### src/rtl/xcs_pkg.sv
// Shared types and constants of the XMODEM-CRC sender control.
package xcs_pkg;

    localparam int PAYLOAD_BYTES_DEF = 128;

    localparam int IMAGE_W   = 24;
    localparam int RETRY_W   = 8;
    localparam int BLOCKS_W  = 18;
    localparam int INDEX_W   = 17;
    localparam int PACKET_W  = 8;
    localparam int BYTE_W    = 8;

    localparam logic [BYTE_W-1:0] BYTE_ACK = 8'h06;
    localparam logic [BYTE_W-1:0] BYTE_NAK = 8'h15;
    localparam logic [BYTE_W-1:0] BYTE_CAN = 8'h18;
    localparam logic [BYTE_W-1:0] BYTE_C   = 8'h43;

    localparam logic [IMAGE_W-1:0] RESET_IMAGE_BYTES = 24'd1;
    localparam logic [RETRY_W-1:0] RESET_MAX_RETRIES = 8'd15;

    typedef enum logic [0:0] {
        REG_IMAGE_BYTES = 1'b0,
        REG_MAX_RETRIES = 1'b1
    } t_reg_index;

    typedef enum logic [2:0] {
        ACT_WAIT = 3'd0,
        ACT_DATA = 3'd1,
        ACT_EOT  = 3'd2,
        ACT_OK   = 3'd3,
        ACT_FAIL = 3'd4
    } t_action;

    typedef enum logic [1:0] {
        PH_IDLE = 2'd0,
        PH_DATA = 2'd1,
        PH_EOT  = 2'd2
    } t_phase;

    typedef struct packed {
        t_phase               phase;
        logic [BLOCKS_W-1:0]  blocks_sent;
        logic [PACKET_W-1:0]  current_packet;
        logic [RETRY_W-1:0]   retries_left;
    } t_state;

    typedef struct packed {
        t_action              action;
        logic [PACKET_W-1:0]  packet_number;
        logic [INDEX_W-1:0]   block_index;
    } t_cmd;

endpackage

### src/rtl/xcs_if.sv
// Handshake channels of the XMODEM-CRC sender control.
interface xcs_byte_if;
    logic       valid;
    logic       ready;
    logic [7:0] received_byte;

    modport source (output valid, output received_byte, input ready);
    modport sink   (input valid, input received_byte, output ready);
endinterface

interface xcs_cmd_if;
    logic        valid;
    logic        ready;
    logic [2:0]  action;
    logic [7:0]  packet_number;
    logic [16:0] block_index;

    modport source (output valid, output action, output packet_number, output block_index,
                    input ready);
    modport sink   (input valid, input action, input packet_number, input block_index,
                    output ready);
endinterface

interface xcs_cfg_if;
    logic        valid;
    logic        ready;
    logic [0:0]  index;
    logic [23:0] data;

    modport source (output valid, output index, output data, input ready);
    modport sink   (input valid, input index, input data, output ready);
endinterface

### src/rtl/xmodem_crc_sender_control.sv
// Top level of the XMODEM-CRC sender control.
// A byte beat enters the input register; its command is presented from the
// command register. Throughput: one byte beat per cycle while commands are
// taken; both registers let a new beat in while a finished command waits.
// Reset (synchronous, active low) returns the session to idle, loads the
// image length with 1 and the retry budget with 15, and empties both stages.
module xmodem_crc_sender_control #(
    parameter int PAYLOAD_BYTES = xcs_pkg::PAYLOAD_BYTES_DEF
) (
    input  logic        i_clk,
    input  logic        i_rst_n,
    xcs_byte_if.sink    i_byte,
    xcs_cfg_if.sink     i_cfg,
    xcs_cmd_if.source   o_cmd
);
    import xcs_pkg::*;

    logic [IMAGE_W-1:0] r_image_bytes;
    logic [RETRY_W-1:0] r_max_retries;
    t_state             r_state;
    t_state             n_state;
    logic               r_in_valid;
    logic [BYTE_W-1:0]  r_in_byte;
    logic               r_out_valid;
    t_cmd               r_cmd;
    t_cmd               n_cmd;
    logic               w_advance;
    t_reg_index         w_cfg_index;

    assign w_advance   = !r_out_valid || o_cmd.ready;
    assign i_byte.ready = !r_in_valid || w_advance;
    assign i_cfg.ready  = 1'b1;
    assign w_cfg_index  = t_reg_index'(i_cfg.index);

    xcs_decide #(
        .PAYLOAD_BYTES(PAYLOAD_BYTES)
    ) u_decide (
        .i_byte        (r_in_byte),
        .i_state       (r_state),
        .i_image_bytes (r_image_bytes),
        .i_max_retries (r_max_retries),
        .o_state       (n_state),
        .o_cmd         (n_cmd)
    );

    always_ff @(posedge i_clk) begin
        if (!i_rst_n) begin
            r_image_bytes <= RESET_IMAGE_BYTES;
            r_max_retries <= RESET_MAX_RETRIES;
        end else if (i_cfg.valid) begin
            unique case (w_cfg_index)
                REG_IMAGE_BYTES: r_image_bytes <= i_cfg.data;
                REG_MAX_RETRIES: r_max_retries <= i_cfg.data[RETRY_W-1:0];
                default:         r_image_bytes <= r_image_bytes;
            endcase
        end
    end

    always_ff @(posedge i_clk) begin
        if (!i_rst_n) begin
            r_in_valid <= 1'b0;
        end else if (i_byte.ready) begin
            r_in_valid <= i_byte.valid;
        end
    end

    always_ff @(posedge i_clk) begin
        if (i_byte.ready && i_byte.valid) begin
            r_in_byte <= i_byte.received_byte;
        end
    end

    always_ff @(posedge i_clk) begin
        if (!i_rst_n) begin
            r_state.phase          <= PH_IDLE;
            r_state.blocks_sent    <= '0;
            r_state.current_packet <= '0;
            r_state.retries_left   <= RESET_MAX_RETRIES;
            r_out_valid            <= 1'b0;
        end else if (w_advance) begin
            r_out_valid <= r_in_valid;
            if (r_in_valid) begin
                r_state <= n_state;
            end
        end
    end

    always_ff @(posedge i_clk) begin
        if (w_advance && r_in_valid) begin
            r_cmd <= n_cmd;
        end
    end

    assign o_cmd.valid         = r_out_valid;
    assign o_cmd.action        = r_cmd.action;
    assign o_cmd.packet_number = r_cmd.packet_number;
    assign o_cmd.block_index   = r_cmd.block_index;

endmodule

### src/rtl/xcs_decide.sv
// Next-state and command decision for one received byte.
module xcs_decide #(
    parameter int PAYLOAD_BYTES = xcs_pkg::PAYLOAD_BYTES_DEF
) (
    input  logic [7:0]     i_byte,
    input  xcs_pkg::t_state i_state,
    input  logic [23:0]    i_image_bytes,
    input  logic [7:0]     i_max_retries,
    output xcs_pkg::t_state o_state,
    output xcs_pkg::t_cmd   o_cmd
);
    import xcs_pkg::*;

    localparam int PAY_W = $clog2(PAYLOAD_BYTES + 1);
    localparam int PROD_W = BLOCKS_W + PAY_W;
    localparam logic [PAY_W-1:0] PAY = PAY_W'(PAYLOAD_BYTES);

    logic [PROD_W-1:0]   w_bytes_covered;
    logic                w_all_sent;
    logic                w_active;
    logic                w_exhausted;
    logic [RETRY_W-1:0]  w_retry_dec;
    logic [PACKET_W-1:0] w_next_packet;
    logic [BLOCKS_W-1:0] w_prev_block;
    t_state              w_idle_state;

    // All blocks are out once the sent blocks cover the image length.
    assign w_bytes_covered = PROD_W'(i_state.blocks_sent) * PROD_W'(PAY);
    assign w_all_sent      = w_bytes_covered >= PROD_W'(i_image_bytes);
    assign w_active        = (i_state.phase == PH_DATA) || (i_state.phase == PH_EOT);
    assign w_exhausted     = i_state.retries_left <= RETRY_W'(1);
    assign w_retry_dec     = w_exhausted ? '0 : i_state.retries_left - RETRY_W'(1);
    assign w_next_packet   = i_state.current_packet + PACKET_W'(1);
    assign w_prev_block    = i_state.blocks_sent - BLOCKS_W'(1);

    always_comb begin
        w_idle_state.phase          = PH_IDLE;
        w_idle_state.blocks_sent    = '0;
        w_idle_state.current_packet = '0;
        w_idle_state.retries_left   = i_max_retries;

        o_state             = i_state;
        o_cmd.action        = ACT_WAIT;
        o_cmd.packet_number = '0;
        o_cmd.block_index   = '0;

        if (i_byte == BYTE_CAN) begin
            o_state      = w_idle_state;
            o_cmd.action = ACT_FAIL;
        end else if (!w_active) begin
            if (i_byte == BYTE_C) begin
                o_state.phase          = PH_DATA;
                o_state.blocks_sent    = BLOCKS_W'(1);
                o_state.current_packet = PACKET_W'(1);
                o_state.retries_left   = i_max_retries;
                o_cmd.action           = ACT_DATA;
                o_cmd.packet_number    = PACKET_W'(1);
            end else if (i_byte == BYTE_ACK || i_byte == BYTE_NAK || w_exhausted) begin
                o_state      = w_idle_state;
                o_cmd.action = ACT_FAIL;
            end else begin
                o_state.retries_left = w_retry_dec;
            end
        end else if (i_byte == BYTE_C) begin
            o_cmd.action = ACT_WAIT;
        end else if (i_byte == BYTE_ACK) begin
            if (i_state.phase == PH_EOT) begin
                o_state      = w_idle_state;
                o_cmd.action = ACT_OK;
            end else if (w_all_sent) begin
                o_state.phase        = PH_EOT;
                o_state.retries_left = i_max_retries;
                o_cmd.action         = ACT_EOT;
            end else begin
                o_state.blocks_sent    = i_state.blocks_sent + BLOCKS_W'(1);
                o_state.current_packet = w_next_packet;
                o_state.retries_left   = i_max_retries;
                o_cmd.action           = ACT_DATA;
                o_cmd.packet_number    = w_next_packet;
                o_cmd.block_index      = i_state.blocks_sent[INDEX_W-1:0];
            end
        end else if (w_exhausted) begin
            o_state      = w_idle_state;
            o_cmd.action = ACT_FAIL;
        end else begin
            o_state.retries_left = w_retry_dec;
            if (i_byte == BYTE_NAK) begin
                if (i_state.phase == PH_EOT) begin
                    o_cmd.action = ACT_EOT;
                end else begin
                    o_cmd.action        = ACT_DATA;
                    o_cmd.packet_number = i_state.current_packet;
                    o_cmd.block_index   = w_prev_block[INDEX_W-1:0];
                end
            end
        end
    end

endmodule

### src/flat_wrapper.sv
// flat-port wrapper written by rule: the top's interface ports become plain ports
module xmodem_crc_sender_control_flat import xcs_pkg::*;
#(
    parameter int PAYLOAD_BYTES = xcs_pkg::PAYLOAD_BYTES_DEF
)
  (i_clk, i_rst_n, i_byte_valid, i_byte_received_byte, i_byte_ready, i_cfg_valid, i_cfg_index, i_cfg_data, i_cfg_ready, o_cmd_valid, o_cmd_action, o_cmd_packet_number, o_cmd_block_index, o_cmd_ready);
  xcs_byte_if i_byte_i ();
  xcs_cfg_if i_cfg_i ();
  xcs_cmd_if o_cmd_i ();
  input  logic i_clk;
  input  logic i_rst_n;
  input wire logic [$bits(i_byte_i.valid)-1:0] i_byte_valid;
  input wire logic [$bits(i_byte_i.received_byte)-1:0] i_byte_received_byte;
  output wire logic [$bits(i_byte_i.ready)-1:0] i_byte_ready;
  input wire logic [$bits(i_cfg_i.valid)-1:0] i_cfg_valid;
  input wire logic [$bits(i_cfg_i.index)-1:0] i_cfg_index;
  input wire logic [$bits(i_cfg_i.data)-1:0] i_cfg_data;
  output wire logic [$bits(i_cfg_i.ready)-1:0] i_cfg_ready;
  output wire logic [$bits(o_cmd_i.valid)-1:0] o_cmd_valid;
  output wire logic [$bits(o_cmd_i.action)-1:0] o_cmd_action;
  output wire logic [$bits(o_cmd_i.packet_number)-1:0] o_cmd_packet_number;
  output wire logic [$bits(o_cmd_i.block_index)-1:0] o_cmd_block_index;
  input wire logic [$bits(o_cmd_i.ready)-1:0] o_cmd_ready;
  assign i_byte_i.valid = i_byte_valid;
  assign i_byte_i.received_byte = i_byte_received_byte;
  assign i_byte_ready = i_byte_i.ready;
  assign i_cfg_i.valid = i_cfg_valid;
  assign i_cfg_i.index = i_cfg_index;
  assign i_cfg_i.data = i_cfg_data;
  assign i_cfg_ready = i_cfg_i.ready;
  assign o_cmd_valid = o_cmd_i.valid;
  assign o_cmd_action = o_cmd_i.action;
  assign o_cmd_packet_number = o_cmd_i.packet_number;
  assign o_cmd_block_index = o_cmd_i.block_index;
  assign o_cmd_i.ready = o_cmd_ready;
  xmodem_crc_sender_control #(.PAYLOAD_BYTES(PAYLOAD_BYTES)) u_core (.i_clk(i_clk), .i_rst_n(i_rst_n), .i_byte(i_byte_i), .i_cfg(i_cfg_i), .o_cmd(o_cmd_i));
endmodule
### config.mk
export PLATFORM = sky130hd
export DESIGN_NAME = xmodem_crc_sender_control_flat
export DESIGN_NICKNAME = d
export VERILOG_FILES = /design/src/rtl/xcs_pkg.sv /design/src/rtl/xcs_if.sv /design/src/rtl/xmodem_crc_sender_control.sv /design/src/rtl/xcs_decide.sv /design/src/flat_wrapper.sv
export SDC_FILE = /design/constraint.sdc
export NUM_CORES = 1
export LEC_CHECK = 0
export BUFFER_PORTS_ARGS = -buffer_cell sky130_fd_sc_hd__clkbuf_2
export CORE_ASPECT_RATIO = 1.25
export CORE_MARGIN = 10
export CORE_UTILIZATION = 40
export CTS_CLUSTER_SIZE = 25
export DETAILED_ROUTE_END_ITERATION = 10
export HOLD_SLACK_MARGIN = 0.03
export PLACE_DENSITY = 0.63
export SYNTH_ARGS = -nofsm -noshare
export SYNTH_HDL_FRONTEND = slang
export SYNTH_SLANG_ARGS = --single-unit
export TNS_END_PERCENT = 30
### constraint.sdc
create_clock -name i_clk -period 8.7 [get_ports i_clk]
set_input_delay 0.435 -clock i_clk [delete_from_list [all_inputs] [get_ports i_clk]]
set_output_delay 0.435 -clock i_clk [all_outputs]
set_load 0.05 [all_outputs]
==> out/qor.yml, run 1 <==
cts_tree: "built"
end_kind: "register"
ctsHoldBuffers: 0
grt_pass1_vias: 4730
place_area_sq_um: 6080
synth_simple_gate_area_share: 0.240
slew_viol_final: 0
clock.fmax_mhz: 307
finalCriticalPeriod_ns: 3.26
synthCells: 650
cts_root_buffer: "clkbuf_16"
maxCapViolCount: 0
drc: 0
cts_buffer_depth: 2
cp-start-kind: "register"
worstPathRequired_ns: 8.99
grt_overflow_total: 0
synth-seq-cells: 106
clk_transition_reported_paths_ns: 0.07
design.core.area_sq_um: 13800
finalSetupTns_ns: 0
status: "finished, final reports clean"
finalWirelength_mm: 13.1
mostFrequentLayoutCells: "nand2_1 (107), dfxtp_1 (70), clkbuf_2 (67)"
grt_max_degree: 60
synth_compound_area_frac: 0.207
muxShareOfSynthArea: 0.0111
instances_no_fill: 879
design_area_sq_um: 6350
die_y_microns: 152
cts_buffers: 9
clock_skew_ns: 0.00592
gp_congestion: 0.879
drtIter0Drc: 266
fin_nets: 760
drtAntennaViolNets: 0
num_rows: 48
cts_setup_buffers: 0
clkLatencyLatePin_ns: 0.35
ys_async_sr_fraction: 0
final_hold_viol_count: 0
synthAdderAreaFrac: 0.0512
die_area_sq_um: 19200
area_growth_pct: 13.2
setup_viol: 0
synth_top_family_by_area: "simple AND/OR/NAND/NOR gates"
clock_sinks: 106
num_vias: 4812
synth-main-ff-cell: "dfxtp_1"
hp-class: "in -> reg"
antenna_found_initial: 0
slew_headroom: 0.325
initial_utilization: 0.407
grt_use_total: 0.135
synth_xor_area_frac: 0.00312
wl_per_cell_microns: 14.9
synth_cell_types: 65
avgSynthCellArea_sq_um: 8.64
synth_fp_nets: 711
placed_cells: 863
dp_hpwl_mm: 9.76
syn-cell-area_sq_um: 5620
layout_commonest_cell: "nand2_1"
htreeDepth: 3
rsz0062_at_grt: "no"
placement.io_buffers: 67
drive_above_1_share: 0.158
cp.arrival_ns: 3.55
vias_per_cell: 5.47
first_pass_iters: 5
p_leak_uw: 0.00234
worstMarginPinSlew_ns: 1.01
die_x_microns: 126
ys_warn_count: 0
cts_resized: 0
p_per_area_nw_per_um2: 157
num_io_pins: 69
yosysSeqAreaShare: 0.442
ir_worst_vdd_mv: 0.0748
synth_edf_count: 36
crit_path_max_fanout: 13
grt_pass1_wl_mm: 22.5
diodes: 0
worstSetupPathType: "reg -> reg"
period_share: 0.374
-- per-stage QoR --
step,setup WS (ns),hold WS [ns],util,power [uW]
floorplan,5.20,0.437,-,600
detailed placement,5.49,0.459,0.440,624
finish,5.44,0.257,0.460,995
CTS,5.46,0.248,0.460,1010
global placement,5.65,0.453,0.440,622
global route,5.20,0.247,0.460,1040
-- cell families (layout without fill, tap and decap cells) --
logic type,Yosys count,after routing
adders and majority gates,23,23
and+or+nand+nor,272,272
muxes,6,6
xor gates and xnor gates,2,2
AOI/OAI and AO/OA,178,178
other,1,1
DFF,106,106
buffers and inverters,62,116
-- path summary, 6_finish.rpt --
| kind | from | endpoint | slack (ns) | cells after the start |
|---|---|---|---|---|
| worst max register to register | u_core.r_in_byte[7] | u_core.r_state[18] | 5.44 | 7 |
| worst max-delay path | u_core.r_in_byte[7] | u_core.r_state[18] | 5.44 | 7 |
| worst min register to register | u_core.r_image_bytes[17] | u_core.r_image_bytes[17] | 0.46 | 2 |
| worst min-delay path | i_byte_received_byte[2] | u_core.r_in_byte[2] | 0.26 | 1 |
-- registers in the layout (all words and copies together), names as in the netlist --
name	count
u_core.o_cmd.valid	1
u_core.r_in_valid	1
u_core.r_in_byte	8
u_core.o_cmd.block_index	17
u_core.r_max_retries	8
u_core.r_state	36
u_core.o_cmd.packet_number	8
u_core.o_cmd.action	3
u_core.r_image_bytes	24
-- synthesized netlist by cell type, drive strengths merged (4+ instances only) --
| master | count | area share |
|---|---|---|
| edfxtp | 36 | 0.19 |
| o21ai | 44 | 0.040 |
| nor3 | 14 | 0.015 |
| nor4 | 9 | 0.014 |
| clkbuf | 24 | 0.016 |
| dfxtp | 70 | 0.25 |
| nand2 | 107 | 0.072 |
| a21o | 5 | 0.0067 |
| a21oi | 46 | 0.044 |
| mux2i | 4 | 0.0071 |
| and2 | 11 | 0.012 |
| nor2b | 7 | 0.0078 |
| ha | 23 | 0.051 |
| nor2 | 50 | 0.033 |
| o211ai | 5 | 0.0067 |
| nand3b | 5 | 0.0067 |
| or3 | 12 | 0.013 |
| nand4b | 5 | 0.0078 |
| nand4 | 6 | 0.0067 |
| a31oi | 5 | 0.0056 |
| buf | 11 | 0.011 |
| o21a | 8 | 0.011 |
| nand3 | 25 | 0.022 |
| inv | 27 | 0.018 |
| and3 | 7 | 0.0078 |
| a21boi | 38 | 0.051 |
-- critical path, stage by stage, from the launching register on --
cell and delay, ns:
edfxtp_1 0.41, nor4b_2 0.41, nand4_1 0.21, o21ai_1 0.82, a21o_1 0.47, o21ai_1 0.40, a211oi_1 0.35, a31o_1 0.13
-- final cells by class --
cell class | instances | area, sq um
fill | 1371 | 7460
multi-input combinational | 482 | 2900
clock inverter | 7 | 51.3
inverter | 27 | 101
tap | 175 | 219
clock buffer | 9 | 225
timing repair buffer | 73 | 380
sequential | 106 | 2480
-- report_power, final --
part	switching, uW	total [uW]	internal, uW
sequential	7.33	534	526
combinational	53.1	78.1	24.9
clock	187	384	197
total	248	995	748
-- metal layers --
layer / track usage / routed length, microns / part of all wire / up-vias
met5: 0 / 0 / 0 / -
met4: 0.0570 / 266 / 0.020 / 0
met3: 0.0327 / 814 / 0.062 / 19
met2: 0.221 / 6130 / 0.47 / 140
met1: 0.165 / 5850 / 0.45 / 2234
li1: - / - / - / 2419
Power figures use the tool's default switching activity.
==> run 2, diff against run 1 <==
==> constraint.sdc (replaced) <==
create_clock -name i_clk -period 3.3 [get_ports i_clk]
set_input_delay 0.165 -clock i_clk [delete_from_list [all_inputs] [get_ports i_clk]]
set_output_delay 0.165 -clock i_clk [all_outputs]
set_load 0.05 [all_outputs]
==> out/qor.yml, run 2 (same netlist as run 1, synthesis figures left out) <==
setup_viol: 0  # unchanged
grt_pass1_vias: 4774  # was 4730
cts_setup_buffers: 0  # unchanged
wl_per_cell_microns: 14.7  # was 14.9 microns
period_share: 0.921  # was 0.374
drive_above_1_share: 0.178  # was 0.158
finalCriticalPeriod_ns: 3.04  # was 3.26 ns
rsz0062_at_grt: "no"  # unchanged
finalSetupTns_ns: 0  # unchanged
final_hold_viol_count: 0  # unchanged
dp_hpwl_mm: 9.93  # was 9.76 mm
cts_tree: "built"  # unchanged
grt_pass1_wl_mm: 23.0  # was 22.5 mm
cts_root_buffer: "clkbuf_16"  # unchanged
crit_path_max_fanout: 11  # was 13
end_kind: "register"  # unchanged
htreeDepth: 3  # unchanged
largest_register: "u_core.r_state"  # unchanged
die_x_microns: 126  # unchanged
num_rows: 48  # unchanged
grt_max_degree: 34  # was 60
initial_utilization: 0.407  # unchanged
placed_cells: 882  # was 863
critPathMaxStageDelay_ns: 0.47  # was 0.82 ns
clock.fmax_mhz: 329  # was 307 MHz
vias_per_cell: 5.34  # was 5.47
status: "finished, final reports clean"  # unchanged
path_cells: "ha_1 -> and4_1 -> a221o_1 -> a311oi_1 -> o211ai_1 -> buf_4 -> a21oi_2 -> buf_4 -> a21oi_1 -> a311oi_1"  # was nor4b_2 -> nand4_1 -> o21ai_1 -> a21o_1 -> o21ai_1 -> a211oi_1 -> a31o_1
design.core.area_sq_um: 13800  # unchanged
drtAntennaViolNets: 0  # unchanged
clock_skew_ns: 0.00834  # was 0.00592 ns
clkLatencyLatePin_ns: 0.35  # about the same
cts_resized: 0  # unchanged
slew_headroom: 0.433  # was 0.325
first_pass_iters: 4  # was 5
die_area_sq_um: 19200  # unchanged
fin_nets: 787  # was 760
setup_ws_ns: 0.262  # was 5.44 ns
diodes: 0  # unchanged
p_per_area_nw_per_um2: 400  # was 157 nW/um^2
hp-class: "in -> reg"  # unchanged
antenna_found_initial: 0  # unchanged
instances_no_fill: 906  # was 879
critPathSlowestCell: "dfxtp_1"  # was o21ai_1
mostFrequentLayoutCells: "nand2_1 (107), dfxtp_1 (70), clkbuf_2 (67)"  # unchanged
cts_buffers: 9  # unchanged
die_y_microns: 152  # unchanged
worstSetupPathType: "reg -> reg"  # unchanged
grt_overflow_total: 0  # unchanged
largest_reg_flops: 36  # unchanged
cp.arrival_ns: 3.30  # was 3.55 ns
grt_use_total: 0.140  # was 0.135
place_area_sq_um: 6230  # was 6080 sq um
cts_buffer_depth: 2  # unchanged
placement.io_buffers: 67  # unchanged
p_leak_uw: 0.00246  # was 0.00234 uW
ctsHoldBuffers: 8  # was 0
pre_cts_ws_ns: 0.287  # was 5.49 ns
clk_transition_reported_paths_ns: 0.07  # about the same
finalWirelength_mm: 13.3  # was 13.1 mm
clock_sinks: 106  # unchanged
maxCapViolCount: 0  # unchanged
design_area_sq_um: 6590  # was 6350 sq um
worstMarginPinSlew_ns: 0.851  # was 1.01 ns
layout_commonest_cell: "nand2_1"  # unchanged
num_vias: 4839  # was 4812
drtIter0Drc: 267  # was 266
gp_congestion: 0.846  # was 0.879
cp-start-kind: "register"  # unchanged
slew_viol_final: 0  # unchanged
ir_worst_vdd_mv: 0.214  # was 0.0748 mV
area_growth_pct: 17.4  # was 13.2%
drc: 0  # unchanged
num_io_pins: 69  # unchanged
worstPathRequired_ns: 3.57  # was 8.99 ns
-- run 2: cell types whose count changed in the layout (fill, tap and decap cells not counted), sizes merged --
cell	previous run	this run
clkinvlp	2	4
inv	30	28
dlygate4sd3	0	8
buf	6	25
-- run 2: power breakdown --
part,leakage [uW],internal [uW],switching (uW)
registers,0.000916,1390,19.7
logic,0.00142,74.1,143
clock network,0.000126,517,500
total,0.00246,1980,662
-- run 2: final timing paths --
| check | slack [ns] | startpoint | end | cells after the start |
|---|---|---|---|---|
| worst min-delay path | 0.05 | i_cfg_data[18] | u_core.r_image_bytes[18] | 3 |
| worst min register to register | 0.47 | u_core.r_image_bytes[15] | u_core.r_image_bytes[15] | 2 |
| worst max-delay path | 0.26 | u_core.r_state[20] | u_core.r_state[23] | 10 |
| worst max register to register | 0.26 | u_core.r_state[20] | u_core.r_state[23] | 10 |
-- run 2: critical path, delay by kind of cell, from the launching register on --
kind                     cells  cell delay (ns)
AO/OA/AOI/OAI                6             1.45
buffers and inverters        2             0.51
flip-flops                   1             0.47
adder cells (fa/ha/maj)      1             0.29
AND/OR/NAND/NOR              1             0.21
-- run 2: per-stage QoR --
stage / total power (uW) / utilization / hold WS [ns]
floorplan: 1580 / - / 0.264
global route: 2750 / 0.477 / 0.0573
detailed placement: 1650 / 0.451 / 0.344
finish: 2640 / 0.477 / 0.0453
global placement: 1640 / 0.451 / 0.344
CTS: 2670 / 0.477 / 0.0395
-- run 2: per-layer routing --
layer  part of all wire  GRT usage  up-vias
met5                  0          0        -
met3              0.057     0.0355       19
met2               0.46      0.230      119
li1                   -          -     2474
met1               0.46      0.172     2227
met4              0.019     0.0483        0
-- run 2: area by class of cell --
type                       instances  area [sq um]
tap                              175           219
clock buffer                       9           225
fill                            1360          7220
clock inverter                     7          55.1
timing repair buffer             100           616
sequential                       106          2480
inverter                          27           101
multi-input combinational        482          2900
